--- src/hw/rtl/spq_pkg.sv ---
// Shared package for the sorted priority queue.
// Holds codes, state and command/status types used by the controller and datapath.
// No dependencies.
`timescale 1ns / 1ps

package spq_pkg;

  // Port field widths fixed by the stream format.
  localparam int unsigned IN_PRIO_BITS   = 16;
  localparam int unsigned IN_VALUE_BITS  = 32;
  localparam int unsigned IN_TDATA_BITS  = 48;
  localparam int unsigned IN_TUSER_BITS  = 1;
  localparam int unsigned OUT_PRIO_BITS  = 16;
  localparam int unsigned OUT_VALUE_BITS = 32;
  localparam int unsigned OUT_COUNT_BITS = 5;
  localparam int unsigned OUT_TDATA_BITS = 88;
  localparam int unsigned OUT_TUSER_BITS = 2;

  // Operation codes carried in in_tuser.
  localparam logic OP_ENQ = 1'b0;
  localparam logic OP_DEQ = 1'b1;

  typedef enum logic [1:0] {
    STAT_DONE  = 2'd0,
    STAT_FULL  = 2'd1,
    STAT_EMPTY = 2'd2
  } status_t;

  typedef enum logic [2:0] {
    ST_IDLE,
    ST_DISPATCH,
    ST_SCAN_RD,
    ST_SCAN_CMP,
    ST_DEQ_RD,
    ST_DEQ_CAP,
    ST_HEAD_RD,
    ST_FINISH
  } state_t;

  typedef enum logic {
    RD_HEAD,
    RD_SCAN
  } rd_sel_t;

  // Controller to datapath.
  typedef struct packed {
    logic    load_req;    // capture the accepted word
    rd_sel_t rd_sel;      // memory read address source
    logic    pos_load;    // start insertion scan at the tail
    logic    pos_dec;     // step insertion scan toward the head
    logic    shift_wr;    // move the entry just read one slot toward the tail
    logic    ins_wr;      // write the new pair and bump the count
    logic    deq_commit;  // take the head pair, advance head, drop the count
    logic    set_status;  // record a refusal code
    status_t status;
    logic    out_load;    // publish the result word
  } dp_cmd_t;

  // Datapath to controller.
  typedef struct packed {
    logic is_deq;
    logic full;
    logic empty;
    logic pos_zero;
    logic greater;   // entry read has a strictly larger priority than the new one
    logic out_free;
  } dp_stat_t;

endpackage

--- src/hw/rtl/spq_ram.sv ---
// Generic single-write, single-read RAM with registered read data.
// No dependencies.
`timescale 1ns / 1ps

module spq_ram #(
  parameter int unsigned WIDTH = 8,
  parameter int unsigned DEPTH = 16
) (
  input  logic                     clk,
  input  logic                     wr_en,
  input  logic [$clog2(DEPTH)-1:0] wr_addr,
  input  logic [WIDTH-1:0]         wr_data,
  input  logic [$clog2(DEPTH)-1:0] rd_addr,
  output logic [WIDTH-1:0]         rd_data
);

  logic [WIDTH-1:0] mem_r [DEPTH];
  logic [WIDTH-1:0] rd_data_r;

  always_ff @(posedge clk) begin
    if (wr_en) begin
      mem_r[wr_addr] <= wr_data;
    end
    rd_data_r <= mem_r[rd_addr];
  end

  assign rd_data = rd_data_r;

endmodule

--- src/hw/rtl/spq_ctrl.sv ---
// Controller state machine for the sorted priority queue.
// Depends on spq_pkg for states and the command/status structs.
`timescale 1ns / 1ps

module spq_ctrl (
  input  logic              clk,
  input  logic              rst_n,
  input  logic              in_tvalid,
  output logic              in_tready,
  input  spq_pkg::dp_stat_t stat,
  output spq_pkg::dp_cmd_t  cmd
);

  spq_pkg::state_t state_r;
  spq_pkg::state_t state_nxt;

  always_ff @(posedge clk) begin
    if (!rst_n) begin
      state_r <= spq_pkg::ST_IDLE;
    end else begin
      state_r <= state_nxt;
    end
  end

  always_comb begin
    state_nxt      = state_r;
    in_tready      = 1'b0;
    cmd            = '0;
    cmd.rd_sel     = spq_pkg::RD_HEAD;
    cmd.status     = spq_pkg::STAT_DONE;
    case (state_r)
      spq_pkg::ST_IDLE: begin
        in_tready = 1'b1;
        if (in_tvalid) begin
          cmd.load_req = 1'b1;
          state_nxt    = spq_pkg::ST_DISPATCH;
        end
      end
      spq_pkg::ST_DISPATCH: begin
        if (stat.is_deq) begin
          if (stat.empty) begin
            cmd.set_status = 1'b1;
            cmd.status     = spq_pkg::STAT_EMPTY;
            state_nxt      = spq_pkg::ST_HEAD_RD;
          end else begin
            state_nxt = spq_pkg::ST_DEQ_RD;
          end
        end else if (stat.full) begin
          cmd.set_status = 1'b1;
          cmd.status     = spq_pkg::STAT_FULL;
          state_nxt      = spq_pkg::ST_HEAD_RD;
        end else begin
          cmd.pos_load = 1'b1;
          state_nxt    = spq_pkg::ST_SCAN_RD;
        end
      end
      spq_pkg::ST_SCAN_RD: begin
        if (stat.pos_zero) begin
          cmd.ins_wr = 1'b1;
          state_nxt  = spq_pkg::ST_HEAD_RD;
        end else begin
          cmd.rd_sel = spq_pkg::RD_SCAN;
          state_nxt  = spq_pkg::ST_SCAN_CMP;
        end
      end
      spq_pkg::ST_SCAN_CMP: begin
        if (stat.greater) begin
          cmd.shift_wr = 1'b1;
          cmd.pos_dec  = 1'b1;
          state_nxt    = spq_pkg::ST_SCAN_RD;
        end else begin
          cmd.ins_wr = 1'b1;
          state_nxt  = spq_pkg::ST_HEAD_RD;
        end
      end
      spq_pkg::ST_DEQ_RD: begin
        state_nxt = spq_pkg::ST_DEQ_CAP;
      end
      spq_pkg::ST_DEQ_CAP: begin
        cmd.deq_commit = 1'b1;
        state_nxt      = spq_pkg::ST_HEAD_RD;
      end
      spq_pkg::ST_HEAD_RD: begin
        state_nxt = spq_pkg::ST_FINISH;
      end
      spq_pkg::ST_FINISH: begin
        if (stat.out_free) begin
          cmd.out_load = 1'b1;
          state_nxt    = spq_pkg::ST_IDLE;
        end
      end
      default: begin
        state_nxt = spq_pkg::ST_IDLE;
      end
    endcase
  end

endmodule

--- src/hw/rtl/spq_dpath.sv ---
// Datapath for the sorted priority queue: ring-addressed pair store, scan
// position, count, captured request and the result register.
// Depends on spq_pkg and spq_ram.
`timescale 1ns / 1ps

module spq_dpath #(
  parameter int unsigned CAPACITY      = 16,
  parameter int unsigned PRIORITY_BITS = 16,
  parameter int unsigned VALUE_BITS    = 32
) (
  input  logic                                clk,
  input  logic                                rst_n,
  input  spq_pkg::dp_cmd_t                    cmd,
  output spq_pkg::dp_stat_t                   stat,
  input  logic [spq_pkg::IN_TDATA_BITS-1:0]   in_tdata,
  input  logic [spq_pkg::IN_TUSER_BITS-1:0]   in_tuser,
  input  logic                                out_tready,
  output logic                                out_tvalid,
  output logic [spq_pkg::OUT_TDATA_BITS-1:0]  out_tdata,
  output logic [spq_pkg::OUT_TUSER_BITS-1:0]  out_tuser
);

  localparam int unsigned IDX_W   = $clog2(CAPACITY);
  localparam int unsigned CNT_W   = $clog2(CAPACITY + 1);
  localparam int unsigned ENTRY_W = PRIORITY_BITS + VALUE_BITS;
  localparam logic [IDX_W:0]   CAP_SUM  = (IDX_W + 1)'(CAPACITY);
  localparam logic [CNT_W-1:0] CAP_CNT  = CNT_W'(CAPACITY);
  localparam logic [IDX_W-1:0] LAST_IDX = IDX_W'(CAPACITY - 1);

  // Map a position counted from the head onto a physical slot.
  function automatic logic [IDX_W-1:0] phys_idx(input logic [IDX_W-1:0] base,
                                                input logic [IDX_W-1:0] off);
    logic [IDX_W:0] sum;
    sum = {1'b0, base} + {1'b0, off};
    if (sum >= CAP_SUM) begin
      sum = sum - CAP_SUM;
    end
    return sum[IDX_W-1:0];
  endfunction

  logic [IDX_W-1:0]         head_r, head_nxt;
  logic [CNT_W-1:0]         count_r, count_nxt;
  logic [IDX_W-1:0]         pos_r, pos_nxt;
  logic                     op_r;
  logic [PRIORITY_BITS-1:0] req_prio_r;
  logic [VALUE_BITS-1:0]    req_val_r;
  spq_pkg::status_t         status_r;
  logic [PRIORITY_BITS-1:0] rem_prio_r;
  logic [VALUE_BITS-1:0]    rem_val_r;
  logic                     out_valid_r, out_valid_nxt;
  logic [spq_pkg::OUT_TDATA_BITS-1:0] out_tdata_r, out_tdata_nxt;
  logic [spq_pkg::OUT_TUSER_BITS-1:0] out_tuser_r;

  logic [PRIORITY_BITS+spq_pkg::IN_PRIO_BITS-1:0]   in_prio_ext;
  logic [VALUE_BITS+spq_pkg::IN_VALUE_BITS-1:0]     in_val_ext;
  logic [ENTRY_W-1:0]                               rd_data;
  logic [ENTRY_W-1:0]                               wr_data;
  logic [IDX_W-1:0]                                 rd_addr;
  logic [IDX_W-1:0]                                 wr_addr;
  logic                                             wr_en;
  logic [PRIORITY_BITS-1:0]                         rd_prio;
  logic [VALUE_BITS-1:0]                            rd_val;
  logic [VALUE_BITS-1:0]                            head_val;
  logic [PRIORITY_BITS+spq_pkg::OUT_PRIO_BITS-1:0]  rem_prio_ext;
  logic [VALUE_BITS+spq_pkg::OUT_VALUE_BITS-1:0]    rem_val_ext;
  logic [VALUE_BITS+spq_pkg::OUT_VALUE_BITS-1:0]    head_val_ext;
  logic [CNT_W+spq_pkg::OUT_COUNT_BITS-1:0]         count_ext;
  logic                                             out_free;

  // Take the low bits of the request fields as raw patterns.
  assign in_prio_ext = {{PRIORITY_BITS{1'b0}}, in_tdata[15:0]};
  assign in_val_ext  = {{VALUE_BITS{1'b0}}, in_tdata[47:16]};

  assign rd_prio = rd_data[ENTRY_W-1:VALUE_BITS];
  assign rd_val  = rd_data[VALUE_BITS-1:0];

  assign rd_addr = (cmd.rd_sel == spq_pkg::RD_SCAN) ? phys_idx(head_r, pos_r - 1'b1)
                                                    : head_r;
  assign wr_addr = phys_idx(head_r, pos_r);
  assign wr_en   = cmd.shift_wr | cmd.ins_wr;
  assign wr_data = cmd.shift_wr ? rd_data : {req_prio_r, req_val_r};

  spq_ram #(
    .WIDTH (ENTRY_W),
    .DEPTH (CAPACITY)
  ) u_store (
    .clk     (clk),
    .wr_en   (wr_en),
    .wr_addr (wr_addr),
    .wr_data (wr_data),
    .rd_addr (rd_addr),
    .rd_data (rd_data)
  );

  assign out_free = !out_valid_r || out_tready;

  always_comb begin
    stat.is_deq   = (op_r == spq_pkg::OP_DEQ);
    stat.full     = (count_r == CAP_CNT);
    stat.empty    = (count_r == '0);
    stat.pos_zero = (pos_r == '0);
    stat.greater  = ($signed(rd_prio) > $signed(req_prio_r));
    stat.out_free = out_free;
  end

  always_comb begin
    head_nxt  = head_r;
    count_nxt = count_r;
    pos_nxt   = pos_r;
    if (cmd.pos_load) begin
      pos_nxt = count_r[IDX_W-1:0];
    end else if (cmd.pos_dec) begin
      pos_nxt = pos_r - 1'b1;
    end
    if (cmd.ins_wr) begin
      count_nxt = count_r + 1'b1;
    end else if (cmd.deq_commit) begin
      count_nxt = count_r - 1'b1;
      head_nxt  = (head_r == LAST_IDX) ? '0 : head_r + 1'b1;
    end
  end

  // Result word assembly; the read port sits on the head slot in the finish state.
  assign head_val     = (count_r == '0) ? '0 : rd_val;
  assign rem_prio_ext = {{spq_pkg::OUT_PRIO_BITS{rem_prio_r[PRIORITY_BITS-1]}}, rem_prio_r};
  assign rem_val_ext  = {{spq_pkg::OUT_VALUE_BITS{1'b0}}, rem_val_r};
  assign head_val_ext = {{spq_pkg::OUT_VALUE_BITS{1'b0}}, head_val};
  assign count_ext    = {{spq_pkg::OUT_COUNT_BITS{1'b0}}, count_r};
  assign out_tdata_nxt = {1'b0,
                          count_ext[spq_pkg::OUT_COUNT_BITS-1:0],
                          stat.full,
                          stat.empty,
                          head_val_ext[spq_pkg::OUT_VALUE_BITS-1:0],
                          rem_val_ext[spq_pkg::OUT_VALUE_BITS-1:0],
                          rem_prio_ext[spq_pkg::OUT_PRIO_BITS-1:0]};

  always_comb begin
    out_valid_nxt = out_valid_r;
    if (cmd.out_load) begin
      out_valid_nxt = 1'b1;
    end else if (out_tready) begin
      out_valid_nxt = 1'b0;
    end
  end

  always_ff @(posedge clk) begin
    if (!rst_n) begin
      head_r      <= '0;
      count_r     <= '0;
      pos_r       <= '0;
      out_valid_r <= 1'b0;
    end else begin
      head_r      <= head_nxt;
      count_r     <= count_nxt;
      pos_r       <= pos_nxt;
      out_valid_r <= out_valid_nxt;
    end
  end

  always_ff @(posedge clk) begin
    if (cmd.load_req) begin
      op_r       <= in_tuser[0];
      req_prio_r <= in_prio_ext[PRIORITY_BITS-1:0];
      req_val_r  <= in_val_ext[VALUE_BITS-1:0];
      status_r   <= spq_pkg::STAT_DONE;
      rem_prio_r <= '0;
      rem_val_r  <= '0;
    end else begin
      if (cmd.set_status) begin
        status_r <= cmd.status;
      end
      if (cmd.deq_commit) begin
        rem_prio_r <= rd_prio;
        rem_val_r  <= rd_val;
      end
    end
    if (cmd.out_load) begin
      out_tdata_r <= out_tdata_nxt;
      out_tuser_r <= status_r;
    end
  end

  assign out_tvalid = out_valid_r;
  assign out_tdata  = out_tdata_r;
  assign out_tuser  = out_tuser_r;

  a_count_bound: assert property (@(posedge clk) disable iff (!rst_n)
    count_r <= CAP_CNT)
    else $error("pair count above capacity");

  a_ins_not_full: assert property (@(posedge clk) disable iff (!rst_n)
    cmd.ins_wr |-> count_r != CAP_CNT)
    else $error("insert while full");

  a_deq_not_empty: assert property (@(posedge clk) disable iff (!rst_n)
    cmd.deq_commit |-> count_r != '0)
    else $error("remove while empty");

  a_no_result_overwrite: assert property (@(posedge clk) disable iff (!rst_n)
    cmd.out_load |-> (!out_valid_r || out_tready))
    else $error("result word overwritten before it was taken");

endmodule

--- src/hw/rtl/sorted_priority_queue_top.sv ---
// Top level of the sorted priority queue.
// Depends on spq_pkg, spq_ctrl, spq_dpath (and spq_ram beneath it).
`timescale 1ns / 1ps

// Bounded min-first priority queue of (priority, value) pairs. Each input word
// is an enqueue (in_tuser = 0) or a dequeue (in_tuser = 1) and yields exactly
// one result word. Pairs are kept sorted in a ring-addressed RAM; equal
// priorities leave in arrival order. An enqueue on a full queue returns
// status 1 and a dequeue on an empty queue returns status 2, both leaving the
// queue untouched. Each result also carries the head value, empty and full
// flags and the pair count as they stand after the operation. One word is
// worked on at a time, and a new word is taken while an earlier result still
// waits in the output register. After dispatch, a refused operation goes
// straight to the head read and the finish step; a dequeue first reads and
// removes the head pair; an enqueue first runs the insertion scan, which
// reads and compares stored pairs from the tail toward the head, moves each
// one with a larger priority one slot toward the tail, and then writes the
// new pair. The controller is back in idle once the result is loaded and
// only then takes the next word; while the output register still holds an
// untaken result, the finish step waits. The scan works on one stored pair
// at a time through the single RAM read port; a dequeue only advances the
// head pointer. The store needs no clearing after reset.
module sorted_priority_queue_top #(
  parameter int unsigned CAPACITY      = 16,
  parameter int unsigned PRIORITY_BITS = 16,
  parameter int unsigned VALUE_BITS    = 32
) (
  input  logic        clk,
  input  logic        rst_n,
  input  logic        in_tvalid,
  output logic        in_tready,
  input  logic [47:0] in_tdata,   // [15:0] priority_req, [47:16] value
  input  logic [0:0]  in_tuser,   // [0] op
  output logic        out_tvalid,
  input  logic        out_tready,
  output logic [87:0] out_tdata,  // [15:0] out_priority, [47:16] out_value,
                                  // [79:48] head_value, [80] empty_res,
                                  // [81] full_res, [86:82] count, [87] zero
  output logic [1:0]  out_tuser   // [1:0] status
);

  spq_pkg::dp_cmd_t  cmd;
  spq_pkg::dp_stat_t stat;

  // Sequence each word: dispatch, scan or remove, refresh the head, publish.
  spq_ctrl u_ctrl (
    .clk       (clk),
    .rst_n     (rst_n),
    .in_tvalid (in_tvalid),
    .in_tready (in_tready),
    .stat      (stat),
    .cmd       (cmd)
  );

  // Hold the pair store, pointers and the result register.
  spq_dpath #(
    .CAPACITY      (CAPACITY),
    .PRIORITY_BITS (PRIORITY_BITS),
    .VALUE_BITS    (VALUE_BITS)
  ) u_dpath (
    .clk        (clk),
    .rst_n      (rst_n),
    .cmd        (cmd),
    .stat       (stat),
    .in_tdata   (in_tdata),
    .in_tuser   (in_tuser),
    .out_tready (out_tready),
    .out_tvalid (out_tvalid),
    .out_tdata  (out_tdata),
    .out_tuser  (out_tuser)
  );

endmodule

--- config.mk ---
export PLATFORM = sky130hd
export DESIGN_NAME = sorted_priority_queue_top
export DESIGN_NICKNAME = d
export VERILOG_FILES = /design/src/hw/rtl/spq_pkg.sv /design/src/hw/rtl/spq_ram.sv /design/src/hw/rtl/spq_ctrl.sv /design/src/hw/rtl/spq_dpath.sv /design/src/hw/rtl/sorted_priority_queue_top.sv
export SDC_FILE = /design/constraint.sdc
export NUM_CORES = 1
export LEC_CHECK = 0
export BUFFER_PORTS_ARGS = -buffer_cell sky130_fd_sc_hd__buf_2
export CORE_UTILIZATION = 45
export CTS_CLUSTER_SIZE = 12
export DETAILED_ROUTE_END_ITERATION = 16
export SKIP_CTS_REPAIR_TIMING = 1
export SKIP_LAST_GASP = 1
export SLEW_MARGIN = 20
export SYNTH_ARGS = -nofsm -noshare
export SYNTH_HDL_FRONTEND = slang
export SYNTH_HIERARCHICAL = 1
export SYNTH_SLANG_ARGS = --single-unit
--- constraint.sdc ---
create_clock -name clk -period 9.72 [get_ports clk]
set_clock_uncertainty 0.05 [all_clocks]
set_input_delay 1.944 -clock clk [delete_from_list [all_inputs] [get_ports clk]]
set_output_delay 1.944 -clock clk [all_outputs]
set_load 0.01 [all_outputs]
==> results.yml <==
setup_path:
  slowest_delay_ps: 720
  crit_fanout: 32
  r2r_setup_slack_ps: 4330
  slowest_stage: "nor3b_1"
  startpoint_type: "flop"
  crit_chain: "inv_1 -> ha_1 -> and3_1 -> a221o_1 -> a2bb2oi_2 -> a31oi_1 -> nor3b_1 -> inv_1 -> nor3_2 -> buf_4 -> or2_2 -> nand3b_1 -> nor2_4 -> buf_4"
  critPathArrivalTime_ps: 5620
  crit_type: "reg2reg"
  endpoint_kind: "flop"
  required_ps: 9950
logic_synthesis:
  synth_most_common_cell: "edfxtp_1"
  synth_area_leaders: "edfxtp_1, mux4_2, dfxtp_1"
  synth_edf_count: 906
  netlist_instances: 1870
  ys.flop_type: "edfxtp_1"
  synth_largest_area_cell: "edfxtp_1"
  synth_common_cells: "edfxtp_1, mux4_2, dfxtp_1"
  async_flop_share: 0
  ys_types: 50
  synth.ff_latch_count: 1021
  syn_area_per_cell_sq_um: 20.38
  yosysSeqAreaShare: 0.7743
  syn_area_sq_um: 38110
  netlist.area_leader.share: 0.7139
  syn_nets: 1953
  yosysWarnings: 6
timing:
  fin_crit_ps: 5388
  worstMarginPinSlew_ps: 1084
  finalCritPeriodShare: 0.5544
  slew-limit-headroom: 0.2726
  hold_viol: 0
  fmax_mhz: 185.6
  setup_ws_ps: 4332
  setup_tns_ps: 0
  setup_viol: 0
  final_max_slew_viol_count: 0
  rsz0062_at_grt: "no"
outcome:
  status: "complete, no violations"
placed_design:
  portBuffers: 143
  post-dp-hpwl_um: 41320
  place_ws_ps: 4240
  routabilityCongestion: 0.7412
cells_and_area:
  nNetsFinal: 2157
  drive_gt1_frac: 0.2722
  antenna_cells: 0
  syn_to_final_growth_pct: 14.34
  fillers: 6585
die:
  core_area_sq_um: 83690
  ios: 145
  dieHeight_um: 293.0
  die_w_um: 293.0
  die_area_sq_um: 85860
  rows: 106
  start_util: 0.4554
hold_path:
  hold_class: "reg2reg"
global_route:
  grt_pass1_wl_um: 123200
  grt_overflow: 0
  grt_max_degree: 147
  antenna_found_initial: 2
  grt_util_all_layers: 0.1950
  grt_pass1_vias: 19020
power:
  p_seq_frac: 0.501
  combPwrFrac: 0.165
  power_density_nw_per_um2: 261.8
  power_frac_clock: 0.333
  p_leak_nw: 13.99
  p_int_mw: 8.426
  vdd_ir_drop_max_mv: 0.1448
  p_switching_mw: 2.981
  swShare: 0.2613
drt:
  ant_nets: 0
  vias: 18280
  wl_per_cell_um: 25.09
  drt_iter0_markers: 1757
  vias_per_cell: 5.549
  drc: 0
  routed_wirelength_um: 82640
  first_pass_iters: 5
run:
  max_cap_viol_count: 0
clock_tree:
  clockBufferDepth: 3
  cts_sinks: 1021
  cts_tree: "yes"
  root_buffer: "clkbuf_16"
  clk_latency_ps: 660
  cts_buffers: 105
  cts.htree.levels: 3
  clk_pin_slew_ps: 60
[cell families (layout without fill, tap and decap cells)]
group,after synthesis,count (layout),share of synthesized area
and+or+nand+nor,245,245,0.03017
other,1,1,0.00009840
AOI/OAI and AO/OA,158,158,0.02886
muxes,278,278,0.1372
xor gates and xnor gates,16,16,0.003677
DFF,1021,1021,0.7743
buffers and inverters,121,411,0.01533
adders and majority gates,30,30,0.01044
[state kept, by name, indices dropped and copies added, names as in the netlist, 4 cells and up]
name                     flops
u_dpath/u_store/mem_r      768
u_dpath/out_tdata           87
u_dpath/u_store/rd_data     48
u_dpath/rem_val_r           32
u_dpath/req_val_r           32
u_dpath/rem_prio_r          16
u_dpath/req_prio_r          16
u_dpath/count_r              5
u_dpath/head_r               4
u_dpath/pos_r                4
[worst max-delay path: cells and delay by family, from the launching register on]
family                   cells  cell delay [ps]
AND/OR/NAND/NOR              6             2340
AO/OA/AOI/OAI                3              680
adder cells (fa/ha/maj)      1              250
flip-flops                   1              350
buffers and inverters        4             1290
[layer usage]
layer	vias to the layer above	part of all wire	global-route usage
li1	7952	-	-
met5	-	0	0
met1	9678	0.44	0.2762
met4	0	0.021	0.05708
met3	115	0.056	0.02829
met2	532	0.49	0.3156
[placed cells by master (no fill, tap or decap), drive strengths merged, types with 6 or more instances in the layout]
master    n
mux4    192
clkbuf  161
ha       27
nor2     77
and2     10
a21o      6
edfxtp  906
clkinv   23
buf     190
dfxtp   115
nor3     10
mux2     34
mux2i    52
nand2    82
xor2      6
a21oi    16
o21ai    26
inv      32
nor2b    40
a22oi    96
xnor2    10
[cell type report]
cell class | count | area (sq um) | share of cell area
clock inverter | 32 | 304.0 | 0.006977
inverter | 28 | 105.1 | 0.002412
multi-input combinational | 728 | 8200 | 0.1882
clock buffer | 161 | 2948 | 0.06764
sequential | 1021 | 29510 | 0.6771
tap | 1134 | 1419 | 0.03256
timing repair buffer | 190 | 1094 | 0.02509
[power groups by stage]
stage,Clock (mW),Sequential [mW],Combinational [mW]
2_1_floorplan,0,5.71,1.38
3_3_place_gp,0,5.80,1.87
3_5_place_dp,0,5.81,1.92
4_1_cts,3.88,5.72,1.93
5_1_grt,4.05,5.76,2.07
6_report,3.80,5.72,1.89
[through the flow]
stage,hold WS (ps),power (mW),cells,utilization,instance area (sq um)
4_1_cts,376.7,11.53,3294,0.5207,43580
3_3_place_gp,366.8,7.667,3099,0.4817,40310
3_5_place_dp,365.5,7.732,3101,0.4819,40330
5_1_grt,385.2,11.88,3294,0.5207,43580
2_1_floorplan,357.6,7.087,1870,-,38110
6_report,375.2,11.41,3294,0.5207,43580
[final timing paths]
kind,from,cells after the start,end
worst max-delay path,u_dpath/req_prio_r[7],14,u_dpath/u_store/mem_r[9][32]
worst min-delay path,u_dpath/rem_val_r[7],0,u_dpath/out_tdata[23]
worst min register to register,u_dpath/rem_val_r[7],0,u_dpath/out_tdata[23]
worst max register to register,u_dpath/req_prio_r[7],14,u_dpath/u_store/mem_r[9][32]
Power figures use the tool's default switching activity.
